## src/rtl/core/glob_wildcard_name_match_defines.svh

```systemverilog
// Assertion macros for the glob wildcard name matcher.
// Included by the RTL files that carry concurrent checks; no other dependencies.
`ifndef GLOB_WILDCARD_NAME_MATCH_DEFINES_SVH
`define GLOB_WILDCARD_NAME_MATCH_DEFINES_SVH

`ifndef NO_ASSERTIONS
// check with reset masking
`define GWNM_ASSERT(lbl, c, rn, prop, msg) \
  lbl: assert property (@(posedge c) disable iff (!rn) prop) else $error(msg);
// check that also holds across reset
`define GWNM_ASSERT_ALWAYS(lbl, c, prop, msg) \
  lbl: assert property (@(posedge c) prop) else $error(msg);
`else
`define GWNM_ASSERT(lbl, c, rn, prop, msg)
`define GWNM_ASSERT_ALWAYS(lbl, c, prop, msg)
`endif

`endif

```

## src/rtl/core/gwnm_pkg.sv

```systemverilog
// Shared constants for the glob wildcard name matcher.
// No dependencies; used by gwnm_stage and glob_wildcard_name_match.
`default_nettype none

package gwnm_pkg;

  localparam int NAME_CHARS_DEF = 20;
  localparam int SRC_CHARS      = 20;

  localparam logic [7:0] CH_NUL  = 8'h00;
  localparam logic [7:0] CH_STAR = 8'h2A;
  localparam logic [7:0] CH_ANY  = 8'h3F;

  localparam int CFG_IDX_W  = 2;
  localparam int CFG_DATA_W = 64;

  localparam logic [CFG_IDX_W-1:0] CFG_PAT_LO  = 2'd0;
  localparam logic [CFG_IDX_W-1:0] CFG_PAT_MID = 2'd1;
  localparam logic [CFG_IDX_W-1:0] CFG_PAT_HI  = 2'd2;
  localparam logic [CFG_IDX_W-1:0] CFG_RSV     = 2'd3;

  localparam int IN_DATA_W  = 168;
  localparam int OUT_DATA_W = 16;

endpackage

`default_nettype wire

```

## src/rtl/core/gwnm_stage.sv

```systemverilog
// One pipeline stage of the glob matcher: resolves one pattern position for all
// text positions from the result vectors of the position after it.
// Depends on gwnm_pkg and glob_wildcard_name_match_defines.svh.
`default_nettype none
`include "glob_wildcard_name_match_defines.svh"

module gwnm_stage #(
  parameter int NAME_CHARS = gwnm_pkg::NAME_CHARS_DEF
) (
  input  wire logic                    clk,
  input  wire logic                    rst_n,
  input  wire logic [7:0]              pat_byte,
  input  wire logic                    up_vld,
  output logic                         up_rdy,
  input  wire logic [8*NAME_CHARS-1:0] txt_i,
  input  wire logic [NAME_CHARS:0]     end_i,
  input  wire logic [NAME_CHARS:0]     ok_i,
  input  wire logic [NAME_CHARS:0]     val_i,
  input  wire logic                    chk_i,
  input  wire logic [7:0]              tag_i,
  output logic                         dn_vld,
  input  wire logic                    dn_rdy,
  output logic [8*NAME_CHARS-1:0]      txt_o,
  output logic [NAME_CHARS:0]          end_o,
  output logic [NAME_CHARS:0]          ok_o,
  output logic [NAME_CHARS:0]          val_o,
  output logic                         chk_o,
  output logic [7:0]                   tag_o
);

  localparam int NT = NAME_CHARS + 1;

  logic                    vld_r;
  logic [8*NAME_CHARS-1:0] txt_r;
  logic [NT-1:0]           end_r;
  logic [NT-1:0]           ok_r;
  logic [NT-1:0]           val_r;
  logic                    chk_r;
  logic [7:0]              tag_r;

  logic [NT-1:0] ok_nxt;
  logic [NT-1:0] val_nxt;
  logic          chk_nxt;
  logic [NT-1:0] gok;
  logic [NT-1:0] gval;
  logic          is_star;
  logic          is_nul;
  logic          is_any;

  assign is_star = (pat_byte == gwnm_pkg::CH_STAR);
  assign is_nul  = (pat_byte == gwnm_pkg::CH_NUL);
  assign is_any  = (pat_byte == gwnm_pkg::CH_ANY);
  assign chk_nxt = is_nul | (is_star & chk_i);

  // first resolved entry at or after each text position
  always_comb begin
    logic [NT-1:0] m;
    logic [NT-1:0] sel;
    for (int t = 0; t < NT; t++) begin
      m       = ok_i & ({NT{1'b1}} << t);
      sel     = m & (~m + {{(NT-1){1'b0}}, 1'b1});
      gok[t]  = |m;
      gval[t] = |(sel & val_i);
    end
  end

  always_comb begin
    for (int t = 0; t < NT - 1; t++) begin
      if (end_i[t]) begin
        ok_nxt[t]  = 1'b1;
        val_nxt[t] = chk_nxt;
      end else if (!is_nul && (is_any || pat_byte == txt_i[8*t +: 8])) begin
        ok_nxt[t]  = ok_i[t+1];
        val_nxt[t] = val_i[t+1];
      end else if (is_star) begin
        ok_nxt[t]  = gok[t];
        val_nxt[t] = gval[t];
      end else begin
        ok_nxt[t]  = 1'b0;
        val_nxt[t] = 1'b0;
      end
    end
    if (end_i[NT-1]) begin
      ok_nxt[NT-1]  = 1'b1;
      val_nxt[NT-1] = chk_nxt;
    end else if (is_star) begin
      ok_nxt[NT-1]  = gok[NT-1];
      val_nxt[NT-1] = gval[NT-1];
    end else begin
      ok_nxt[NT-1]  = 1'b0;
      val_nxt[NT-1] = 1'b0;
    end
  end

  assign up_rdy = !vld_r || dn_rdy;

  always_ff @(posedge clk) begin
    if (!rst_n) begin
      vld_r <= 1'b0;
    end else if (up_rdy) begin
      vld_r <= up_vld;
    end
  end

  always_ff @(posedge clk) begin
    if (up_rdy && up_vld) begin
      txt_r <= txt_i;
      end_r <= end_i;
      ok_r  <= ok_nxt;
      val_r <= val_nxt;
      chk_r <= chk_nxt;
      tag_r <= tag_i;
    end
  end

  assign dn_vld = vld_r;
  assign txt_o  = txt_r;
  assign end_o  = end_r;
  assign ok_o   = ok_r;
  assign val_o  = val_r;
  assign chk_o  = chk_r;
  assign tag_o  = tag_r;

  `GWNM_ASSERT(a_stall_hold, clk, rst_n, vld_r && !dn_rdy |=> vld_r && $stable(tag_r) && $stable(ok_r) && $stable(val_r), "stalled stage changed")
  `GWNM_ASSERT(a_tail_resolved, clk, rst_n, vld_r |-> ok_r[NT-1] && end_r[NT-1], "end of text not resolved")
  `GWNM_ASSERT(a_end_thermo, clk, rst_n, vld_r |-> (end_r[NT-2:0] & ~end_r[NT-1:1]) == '0, "end-of-name vector not a thermometer")

endmodule

`default_nettype wire

```

## config.mk

```make
export PLATFORM = sky130hd
export DESIGN_NAME = gwnm_stage
export DESIGN_NICKNAME = d
export VERILOG_FILES = /design/src/rtl/core/gwnm_pkg.sv /design/src/rtl/core/gwnm_stage.sv
export VERILOG_INCLUDE_DIRS = /design/src /design/src/rtl/core
export SDC_FILE = /design/constraint.sdc
export NUM_CORES = 1
export LEC_CHECK = 0
export BUFFER_PORTS_ARGS = -buffer_cell sky130_fd_sc_hd__buf_4
export CAP_MARGIN = 20
export CORE_AREA = 3 3 187 189
export DETAILED_ROUTE_END_ITERATION = 8
export DIE_AREA = 0 0 190 192
export GPL_TIMING_DRIVEN = 0
export PLACE_DENSITY = 0.57
export SLEW_MARGIN = 20
export SYNTH_ARGS = -nofsm -noshare
export SYNTH_HDL_FRONTEND = slang
export SYNTH_SLANG_ARGS = --single-unit
```

## constraint.sdc

```tcl
create_clock -name clk -period 14.5 [get_ports clk]
set_input_delay 4.35 -clock clk [delete_from_list [all_inputs] [get_ports clk]]
set_output_delay 4.35 -clock clk [all_outputs]
set_load 0.01 [all_outputs]
```

Word level (Yosys, flattened, before mapping):

Cells that the tools add are included.

* register bits after elaboration: 233
* logic and storage cells: 324

* add/sub/neg operators: 21
* eq/ne operators: 22
* multiplexer cells: 103
* bitwise logic cells: 65
* reductions and logical operators: 86

Operators with widths (count)
* bitwise AND 21 bit: 42
* OR reduction 21 bit: 22
* adder 21 x 1 -> 21 bit, second input constant: 21
* NOT 21 bit: 21
* equality test 8 bit: 20
* two-way mux 1 bit: 103
* logical AND 1 bit: 21
* logical OR 1 bit: 21
* OR reduction 20 bit: 1
* OR reduction 19 bit: 1
* OR reduction 18 bit: 1
* OR reduction 17 bit: 1
* equality test 8 x 6 -> 1 bit, second input constant: 2
* OR reduction 16 bit: 1
* OR reduction 15 bit: 1
* OR reduction 14 bit: 1
* OR reduction 13 bit: 1
* OR reduction 12 bit: 1
* OR reduction 11 bit: 1
* OR reduction 10 bit: 1
* OR reduction 9 bit: 1
* logical NOT 8 bit: 1
* OR reduction 8 bit: 1
* OR reduction 7 bit: 1
* other kinds (8): 9

Logic depth before layout (Yosys ltp):

Gate-level depths: netlist of run 1.

* depth in word-level cells: 8
* mapped depth: 9
* gate-level depth less buffers: 6

Worst setup path after synthesis of run 1:

Ideal clock, no wire load.

* path type: input port to flip-flop
* from: in dn_rdy
* to: reg chk_r, in the netlist chk_o, enable pin
* library setup time: 0.623 ns
* arrival time: 9.844 ns
* data required time: 13.877 ns
* setup slack: 4.033 ns
* cell stages on the path: 2
* buffers on the path: 0
* path through: nand2b_1 and2_1

* longest elaborated chain between the ends: 2

RTL lines
* from (decl): line gwnm_stage.sv:22 `input wire logic dn_rdy,`
* logical OR 1 bit: line gwnm_stage.sv:95 `assign up_rdy = !vld_r || dn_rdy;`
* logical AND 1 bit: line gwnm_stage.sv:106 `if (up_rdy && up_vld) begin`
* to (signal assigned): line gwnm_stage.sv:111 `chk_r <= chk_nxt;`
* to (decl): line gwnm_stage.sv:38 `logic chk_r;`

No other way between the ends.
A chain may end at the register's enable or synchronous reset.

Final worst setup path of run 1:

* from: in dn_rdy
* to: out up_rdy

* longest elaborated chain between the ends: 1

RTL lines
* logical OR 1 bit: line gwnm_stage.sv:95
* to (decl): line gwnm_stage.sv:14 `output logic up_rdy,`

No other way between the ends.

==> metrics.yaml, run 1 <==
setup-violations-final: 0
clk_pin_slew_ps: 60
slowest_stage: "nand2b_1"
cts_resized: 0
clockBufferDepth: 3
detail_route.wl_per_cell_um: 26.1
hold_ws_ps: 552
first_iter_violations: 680
grt_max_degree: 57
ys_ff_latch: 233
synth-edff-count: 232
grt_pass1_wl_um: 68700
area_growth_pct: 44.5
holdCritPathClass: "flip-flop to flip-flop"
fp.coreArea_sq_um: 33400
io_buffers: 469
avgSynthCellArea_sq_um: 12.6
die_x_um: 190
status: "completed"
grt.overflow.total: 0
worst_pin_slew_ps: 1040
tritoncts: "done"
insertion_delay_ps: 570
start_kind: "primary input"
antenna_found_initial: 2
ios: 478
core.rowCount: 67
fill_cells: 3041
antenna_left: 0
die_h_um: 192
yosys_warnings: 0
yosys.area_share.simple_pct: 12.6
cts_made_buffers: 26
cp.arrival_ps: 4770
final_util_pct: 49.7
cts.sinks: 233
first_pass_iters: 5
viasPerCell: 5.24
ctsRootBufferMaster: "clkbuf_16"
synthFlopType: "edfxtp_1"
crit_top_cell: "buf_4"
rsz0062_at_grt: "no"
final_area_sq_um: 16600
final_nets: 1657
placed_area_sq_um: 15700
grt_pass1_vias: 9944
synth-compound-area-share_pct: 10.8
p_leak_nw: 6.55
muxShareOfSynthArea_pct: 1.04
drive_gt1_share_pct: 38.8
fin_crit_sh_pct: 62.9
cp_data_required_time_ps: 10150
rr_startpoint: "dn_vld"
postCtsSetupBuffers: 0
yosysUniqueCellTypes: 77
hold_viol: 0
power_mw: 1.79
peakVddDrop_v: 0.000147
routed_wl_um: 49200
min_period_ps: 9120
fmax_mhz: 110
critical_path.max_stage_delay_ps: 160
synth_seq_area_share_pct: 60.8
dp_hpwl_um: 39600
synth_xor_xnor_area_share_pct: 12.2
holdBufCountCts: 0
tns_ps: 0
drc: 0
endpoint_kind: "output port"
initial_core_util_pct: 34.4
syn_inst: 911
path_max_fanout: 3
clock_skew_ps: 14.4
multi_input_area_sq_um: 4230
slew-limit-headroom_pct: 30.2
grt_usage_pct: 25.7
ff_latch_area_sq_um: 6990
powerDensity_nw_per_um2: 107
synth_fa_ha_area_share_pct: 0
crit_type: "primary input to output port"
netlist_area_sq_um: 11500
hold_start: "dn_vld"
place.gp.congestion: 0.960
dieArea_sq_um: 36500
slew_viol_final: 0
async_flop_share_pct: 0
cts_max_level: 1
vias: 9868
critical_path.cell_chain: "buf_4, nand2b_1, buf_4"
synth_top_family_by_area: "simple AND/OR/NAND/NOR gates"
cap_violations: 0
synth_nets: 1155
setup.worst_path.start: "dn_rdy"
metal layers:
layer | share of wire [%] | GRT usage (%)
met4 | 3.3 | 9.33
met3 | 8.9 | 6.66
met1 | 40 | 32.4
met5 | 0 | 0
met2 | 48 | 43.0
logic make-up (layout without fill, tap and decap cells):
logic type	count (synthesis)	count (layout)
flops	233	233
buf+inv	68	589
other cells	0	2
compound gates	179	179
simple gates	259	259
xor+xnor	160	160
mux	12	12
worst max-delay path: cells and delay by family:
family / cells / cell delay [ps]
and+or+nand+nor: 1 / 160
buffers and inverters: 2 / 260
report_power, final:
part           switching [mW]  total [mW]  internal [mW]
registers              0.0108       0.799          0.788
logic                   0.152       0.286          0.134
clock network           0.281       0.700          0.419
placed cells by master, fill, tap and decap left out, types with 9 or more instances in the layout:
cell / n
nor2_1: 30
o21ai_0: 40
mux2i_1: 12
xnor2_1: 96
nand4_1: 29
nor3_1: 17
clkbuf_16: 26
nor4_1: 28
xor2_1: 64
buf_2: 18
clkbuf_1: 36
nand2_1: 68
nand3_1: 14
edfxtp_1: 232
a21oi_1: 34
buf_4: 470
or3_1: 11
o211ai_1: 9
inv_1: 16
stage by stage:
stage                     std cells  setup slack, ps
after global placement         1828             1600
after floorplan                 911             4030
after global routing           1882             5360
after detailed placement       1833             5390
final                          1882             5380
after CTS                      1880             5380
registers in the layout, indices dropped and copies added, names as in the netlist:
name and count:
txt_o 160, end_o 21, ok_o 21, val_o 21
tag_o 8, chk_o 1, dn_vld 1
Yosys cell counts, types with 8 or more instances:
library cell / n / area (sq um)
xnor2_1: 96 / 841
mux2i_1: 12 / 120
nor4_1: 30 / 188
nand4_1: 29 / 181
nor2_1: 30 / 113
o21ai_0: 40 / 200
xor2_1: 64 / 561
a21oi_1: 34 / 170
a22oi_1: 8 / 60.1
clkbuf_1: 31 / 116
nand2_1: 68 / 255
nor3_1: 17 / 85.1
edfxtp_1: 232 / 6970
o211ai_1: 9 / 67.6
nand3_1: 14 / 70.1
or3_1: 11 / 68.8
or4_1: 8 / 60.1
nor2b_1: 8 / 50.1
buf_2: 17 / 85.1
nand3b_1: 8 / 60.1
inv_1: 16 / 60.1
layout make-up:
cell class	instances	area share (%)
buffer	52	1.42
inverter	16	0.362
timing repair buffer	474	21.9
clock buffer	31	4.03
tap	448	3.38
clock inverter	16	1.36
antenna	2	0.0301
sequential	233	42.1
multi-input combinational	610	25.5
path summary, 6_finish.rpt:
check,slack (ps),to,depth (start not counted)
min reg2reg,550,dn_vld,2
max reg2reg,12320,ok_o[7],5
max,5380,up_rdy,3
min,550,dn_vld,2
No activity file was read; power rests on OpenSTA's default activity.
==> run 2, diff against run 1 <==
--- a/config.mk
+++ b/config.mk
@@ -8,11 +8,11 @@
 export LEC_CHECK = 0
 export BUFFER_PORTS_ARGS = -buffer_cell sky130_fd_sc_hd__buf_4
 export CAP_MARGIN = 20
-export CORE_AREA = 3 3 187 189
+export CORE_AREA = 3 3 186 188
 export DETAILED_ROUTE_END_ITERATION = 8
-export DIE_AREA = 0 0 190 192
+export DIE_AREA = 0 0 189 191
 export GPL_TIMING_DRIVEN = 0
-export PLACE_DENSITY = 0.57
+export PLACE_DENSITY = 0.6
 export SLEW_MARGIN = 20
 export SYNTH_ARGS = -nofsm -noshare
 export SYNTH_HDL_FRONTEND = slang
==> constraint.sdc (replaced) <==
create_clock -name clk -period 8.2 [get_ports clk]
set_input_delay 2.46 -clock clk [delete_from_list [all_inputs] [get_ports clk]]
set_output_delay 2.46 -clock clk [all_outputs]
set_load 0.01 [all_outputs]
==> metrics.yaml, run 2 (synthesis gave the netlist of run 1 again) <==
drc: 0  # unchanged
crit_path_end: "up_rdy"
final_nets: 1659  # +0.12%
ios: 478  # unchanged
r2r_end: "end_o[5]"
rsz0062_at_grt: "no"
grt.overflow.total: 0  # unchanged
grt_usage_pct: 25.8  # about the same
place.gp.congestion: 0.963  # +0.33%
rr_startpoint: "dn_vld"
p_leak_nw: 6.59  # +0.61%
endpoint_kind: "output port"
hold_viol: 0  # unchanged
clockBufferDepth: 3  # unchanged
slowest_stage: "nand2b_1"
final_area_sq_um: 16700  # +0.63%
die_h_um: 191  # -0.52%
ctsRootBufferMaster: "clkbuf_16"
core.rowCount: 67  # unchanged
final_util_pct: 50.2  # +0.57 points
tns_ps: 0  # unchanged
first_pass_iters: 5  # unchanged
setup-violations-final: 0  # unchanged
cts_made_buffers: 27  # +3.8%
grt_pass1_wl_um: 68200  # -0.65%
dp_hpwl_um: 39200  # -1.0%
slew_viol_final: 0  # unchanged
fmax_mhz: 187
io_buffers: 469  # unchanged
cap_violations: 0  # unchanged
path_max_fanout: 3  # unchanged
initial_core_util_pct: 34.5  # +0.17 points
cts_resized: 0  # unchanged
start_kind: "primary input"
largest_register_ffs: 160  # unchanged
cts_max_level: 1  # unchanged
detail_route.wl_per_cell_um: 25.7  # -1.6%
postCtsSetupBuffers: 0  # unchanged
min_period_ps: 5340
routed_wl_um: 48500  # -1.3%
crit_top_cell: "buf_4"
grt_max_degree: 57  # unchanged
viasPerCell: 5.20  # -0.85%
crit_type: "primary input to output port"
holdBufCountCts: 0  # unchanged
final_cell_mix: "buf_4, edfxtp_1, xnor2_1"
cp.arrival_ps: 2880  # -1890 ps
antenna_found_initial: 3  # +1
fin_crit_sh_pct: 65.2
critical_path.max_stage_delay_ps: 160  # about the same
first_iter_violations: 771  # +13%
status: "completed"
holdCritPathClass: "flip-flop to flip-flop"
worst_pin_slew_ps: 888  # -147 ps
placed_area_sq_um: 15700  # about the same
peakVddDrop_v: 0.000171  # +16%
fp.coreArea_sq_um: 33300  # -0.50%
antenna_left: 0  # unchanged
powerDensity_nw_per_um2: 195  # +81%
slew-limit-headroom_pct: 40.8  # +11 points
ff2ff_path_depth: 4  # -1
clock_skew_ps: 13.0  # -1.36 ps
area_growth_pct: 45.4
critical_path.cell_chain: "buf_4, nand2b_1, buf_4"
grt_pass1_vias: 9987  # +0.43%
cts.sinks: 233  # unchanged
dieArea_sq_um: 36100  # -1.0%
clk_pin_slew_ps: 60  # about the same
insertion_delay_ps: 560  # about the same
cp_data_required_time_ps: 5740  # -4410 ps
tritoncts: "done"
vias: 9810  # -0.59%
drive_gt1_share_pct: 39.1  # +0.31 points
layout_commonest_cell: "buf_4"
setup.worst_path.start: "dn_rdy"
reg2reg_slack_ps: 6310  # -6010 ps
die_x_um: 189  # -0.53%
run 2: cell types whose count changed in the layout (fill, tap and decap cells not counted), sizes merged:
cell,previous run,this run
bufinv,5,7
clkbuf,62,59
diode,2,3
clkinv,11,10
clkinvlp,0,3
inv,16,18
buf,495,496
run 2: final cells by class:
class,count,area [sq um]
Fill cell,3014,16600
Sequential cell,233,6990
Multi-Input combinational cell,610,4230
Timing Repair Buffer,475,3650
Clock buffer,28,679
Tap cell,448,561
Clock inverter,22,309
Buffer,52,235
Inverter,16,60.1
Antenna cell,3,7.51
run 2: worst min path at each step:
stage | start | slack [ps] | to | cells after the start
after CTS | dn_vld | 570 | dn_vld | 2
final | dn_vld | 560 | dn_vld | 2
after floorplan | dn_vld | 610 | dn_vld | 2
after detailed placement | dn_vld | 560 | dn_vld | 2
after global placement | dn_vld | 520 | dn_vld | 2
after global routing | dn_vld | 640 | dn_vld | 2
run 2: layer usage:
metal / vias up / routed length [um] / GRT usage [%]
li1: 4501 / - / -
met1: 4748 / 19600 / 32.3
met2: 473 / 23000 / 42.8
met3: 86 / 3990 / 6.86
met4: 2 / 1930 / 9.65
met5: - / 13 / 0
run 2: metrics by stage:
step | worst slack [ps] | hold slack, ps | power (mW) | std cells
floorplan | 2240 | 609 | 1.65 | 911
detailed placement | 2690 | 556 | 1.94 | 1834
finish | 2860 | 560 | 3.25 | 1887
global placement | 997 | 525 | 1.94 | 1828
CTS | 2850 | 567 | 3.29 | 1884
global route | 2830 | 645 | 3.37 | 1886
run 2: worst max-delay path, delay by kind of cell:
| kind | cells | cell delay, ps |
|---|---|---|
| buffers and inverters | 2 | 260 |
| and+or+nand+nor | 1 | 160 |
run 2: power breakdown:
| group | switching [mW] | internal, mW |
|---|---|---|
| clock | 0.508 | 0.826 |
| combinational | 0.270 | 0.237 |
| sequential | 0.0188 | 1.39 |
==> run 3, diff against run 2 <==
--- a/config.mk
+++ b/config.mk
@@ -8,11 +8,11 @@
 export LEC_CHECK = 0
 export BUFFER_PORTS_ARGS = -buffer_cell sky130_fd_sc_hd__buf_4
 export CAP_MARGIN = 20
-export CORE_AREA = 3 3 186 188
+export CORE_AREA = 3 3 187 189
 export DETAILED_ROUTE_END_ITERATION = 8
-export DIE_AREA = 0 0 189 191
+export DIE_AREA = 0 0 190 192
 export GPL_TIMING_DRIVEN = 0
-export PLACE_DENSITY = 0.6
+export PLACE_DENSITY = 0.57
 export SLEW_MARGIN = 20
 export SYNTH_ARGS = -nofsm -noshare
 export SYNTH_HDL_FRONTEND = slang
==> constraint.sdc (replaced) <==
create_clock -name clk -period 5.3 [get_ports clk]
set_input_delay 1.59 -clock clk [delete_from_list [all_inputs] [get_ports clk]]
set_output_delay 1.59 -clock clk [all_outputs]
set_load 0.01 [all_outputs]
==> metrics.yaml, run 3 (synthesis gave the netlist of run 1 again) <==
r2r_end: "txt_o[25]"
fin_crit_sh_pct: 76.7
die_h_um: 192  # +0.52%
ff2ff_path_depth: 4  # unchanged
place_ws_ps: 725  # -1970 ps
detail_route.wl_per_cell_um: 26.4  # +2.7%
grt.overflow.total: 0  # unchanged
crit_type: "primary input to flip-flop"
initial_core_util_pct: 34.4  # -0.17 points
fmax_mhz: 246
ios: 478  # unchanged
place.gp.congestion: 0.937  # -2.7%
fill_cells: 3076  # +2.1%
worst_pin_slew_ps: 918  # +29.5 ps
antenna_left: 0  # unchanged
viasPerCell: 5.25  # +1.0%
powerDensity_nw_per_um2: 286  # +47%
hold_start: "dn_vld"
insertion_delay_ps: 560  # about the same
holdBufCountCts: 0  # unchanged
path_max_fanout: 10  # +7
layout_commonest_cell: "buf_4"
die_x_um: 190  # +0.53%
largest_register_ffs: 160  # unchanged
p_leak_nw: 6.50  # -1.2%
hold_depth: 2  # unchanged
grt_usage_pct: 26.2  # +0.41 points
ctsRootBufferMaster: "clkbuf_16"
drive_gt1_share_pct: 38.5  # -0.56 points
final_cell_mix: "buf_4, edfxtp_1, xnor2_1"
dp_hpwl_um: 39600  # +0.97%
slew-limit-headroom_pct: 38.8  # -2.0 points
first_pass_iters: 5  # unchanged
cts_max_level: 1  # unchanged
grt_pass1_wl_um: 69600  # +2.0%
slew_viol_final: 0  # unchanged
rr_startpoint: "dn_vld"
final_nets: 1657  # -0.12%
power_mw: 4.74  # +46%
vias: 9895  # +0.87%
cp_data_required_time_ps: 5670  # -70 ps
first_iter_violations: 754  # -2.2%
cts.sinks: 233  # unchanged
setup-violations-final: 0  # unchanged
clockBufferDepth: 3  # unchanged
dieArea_sq_um: 36500  # +1.1%
fp.coreArea_sq_um: 33400  # +0.50%
reg2reg_slack_ps: 3450  # -2860 ps
peakVddDrop_v: 0.000285  # +67%
area_growth_pct: 43.8
clock_skew_ps: 11.2  # -1.76 ps
fin_ws_ps: 1240  # -1620 ps
antenna_found_initial: 6  # +3
hold_viol: 0  # unchanged
final_util_pct: 49.4  # -0.79 points
endpoint_kind: "flip-flop"
drc: 0  # unchanged
grt_pass1_vias: 9982  # -0.050%
status: "completed"
core.rowCount: 67  # unchanged
cap_violations: 0  # unchanged
clk_pin_slew_ps: 60  # about the same
cts_made_buffers: 26  # -3.7%
tritoncts: "done"
holdCritPathClass: "flip-flop to flip-flop"
rsz0062_at_grt: "no"
grt_max_degree: 58  # +1.8%
routed_wl_um: 49800  # +2.6%
start_kind: "primary input"
min_to: "dn_vld"
postCtsSetupBuffers: 0  # unchanged
cts_resized: 0  # unchanged
io_buffers: 469  # unchanged
min_period_ps: 4060
cp.arrival_ps: 4430  # +1550 ps
## run 3: changes by cell type in the layout (fill, tap and decap cells not counted)
cell / change
clkinv_4: -1
inv_6: -1
clkinv_16: +1
inv_16: -1
clkinvlp_4: -3
clkinv_2: +2
clkbuf_1: +4
diode_2: +2
clkbuf_16: -1
clkinv_1: +1
buf_4: -2
bufinv_16: -5
buf_2: +1
## run 3: cell type report
class | instances | area (sq um) | share of cell area [%]
Sequential cell | 233 | 6990 | 42.3
Multi-Input combinational cell | 610 | 4230 | 25.6
Timing Repair Buffer | 474 | 3640 | 22.0
Clock buffer | 31 | 669 | 4.05
Tap cell | 448 | 561 | 3.39
Buffer | 52 | 235 | 1.42
Clock inverter | 15 | 143 | 0.863
Inverter | 16 | 60.1 | 0.363
Antenna cell | 5 | 12.5 | 0.0757
## run 3: per-layer routing
metal | share of wire (%) | GRT usage (%) | vias up
met5 | 0.028 | 0 | -
met4 | 3.1 | 8.73 | 2
met3 | 9.1 | 7.32 | 83
met2 | 48 | 43.3 | 515
met1 | 40 | 33.2 | 4808
li1 | - | - | 4487
## run 3: worst max path at each step
stage                startpoint       end
floorplan                dn_rdy     chk_o
global placement         dn_rdy  end_o[5]
detailed placement  pat_byte[5]  val_o[1]
CTS                 pat_byte[5]  val_o[1]
global route        pat_byte[1]  val_o[1]
finish              pat_byte[3]  val_o[1]
## run 3: metrics by stage
step	TNS (ps)	instance area (sq um)	hold WS, ps	std cells
after floorplan	0	11500	609	911
after global placement	-248350	15600	534	1828
after detailed placement	0	15700	551	1833
after CTS	0	16500	561	1879
after global routing	0	16500	600	1884
final	0	16500	555	1884
## run 3: worst max-delay path, stage by stage
cell	delay [ps]
clkbuf_1	290
buf_2	400
and3_1	260
a21o_1	120
nand2_1	450
inv_1	330
buf_1	670
a22oi_1	230
o41ai_2	90
## run 3: where the power goes
part	internal, mW	total, mW	switching [mW]
Combinational	0.366	0.786	0.420
Sequential	2.16	2.18	0.0291
Clock	0.997	1.76	0.767
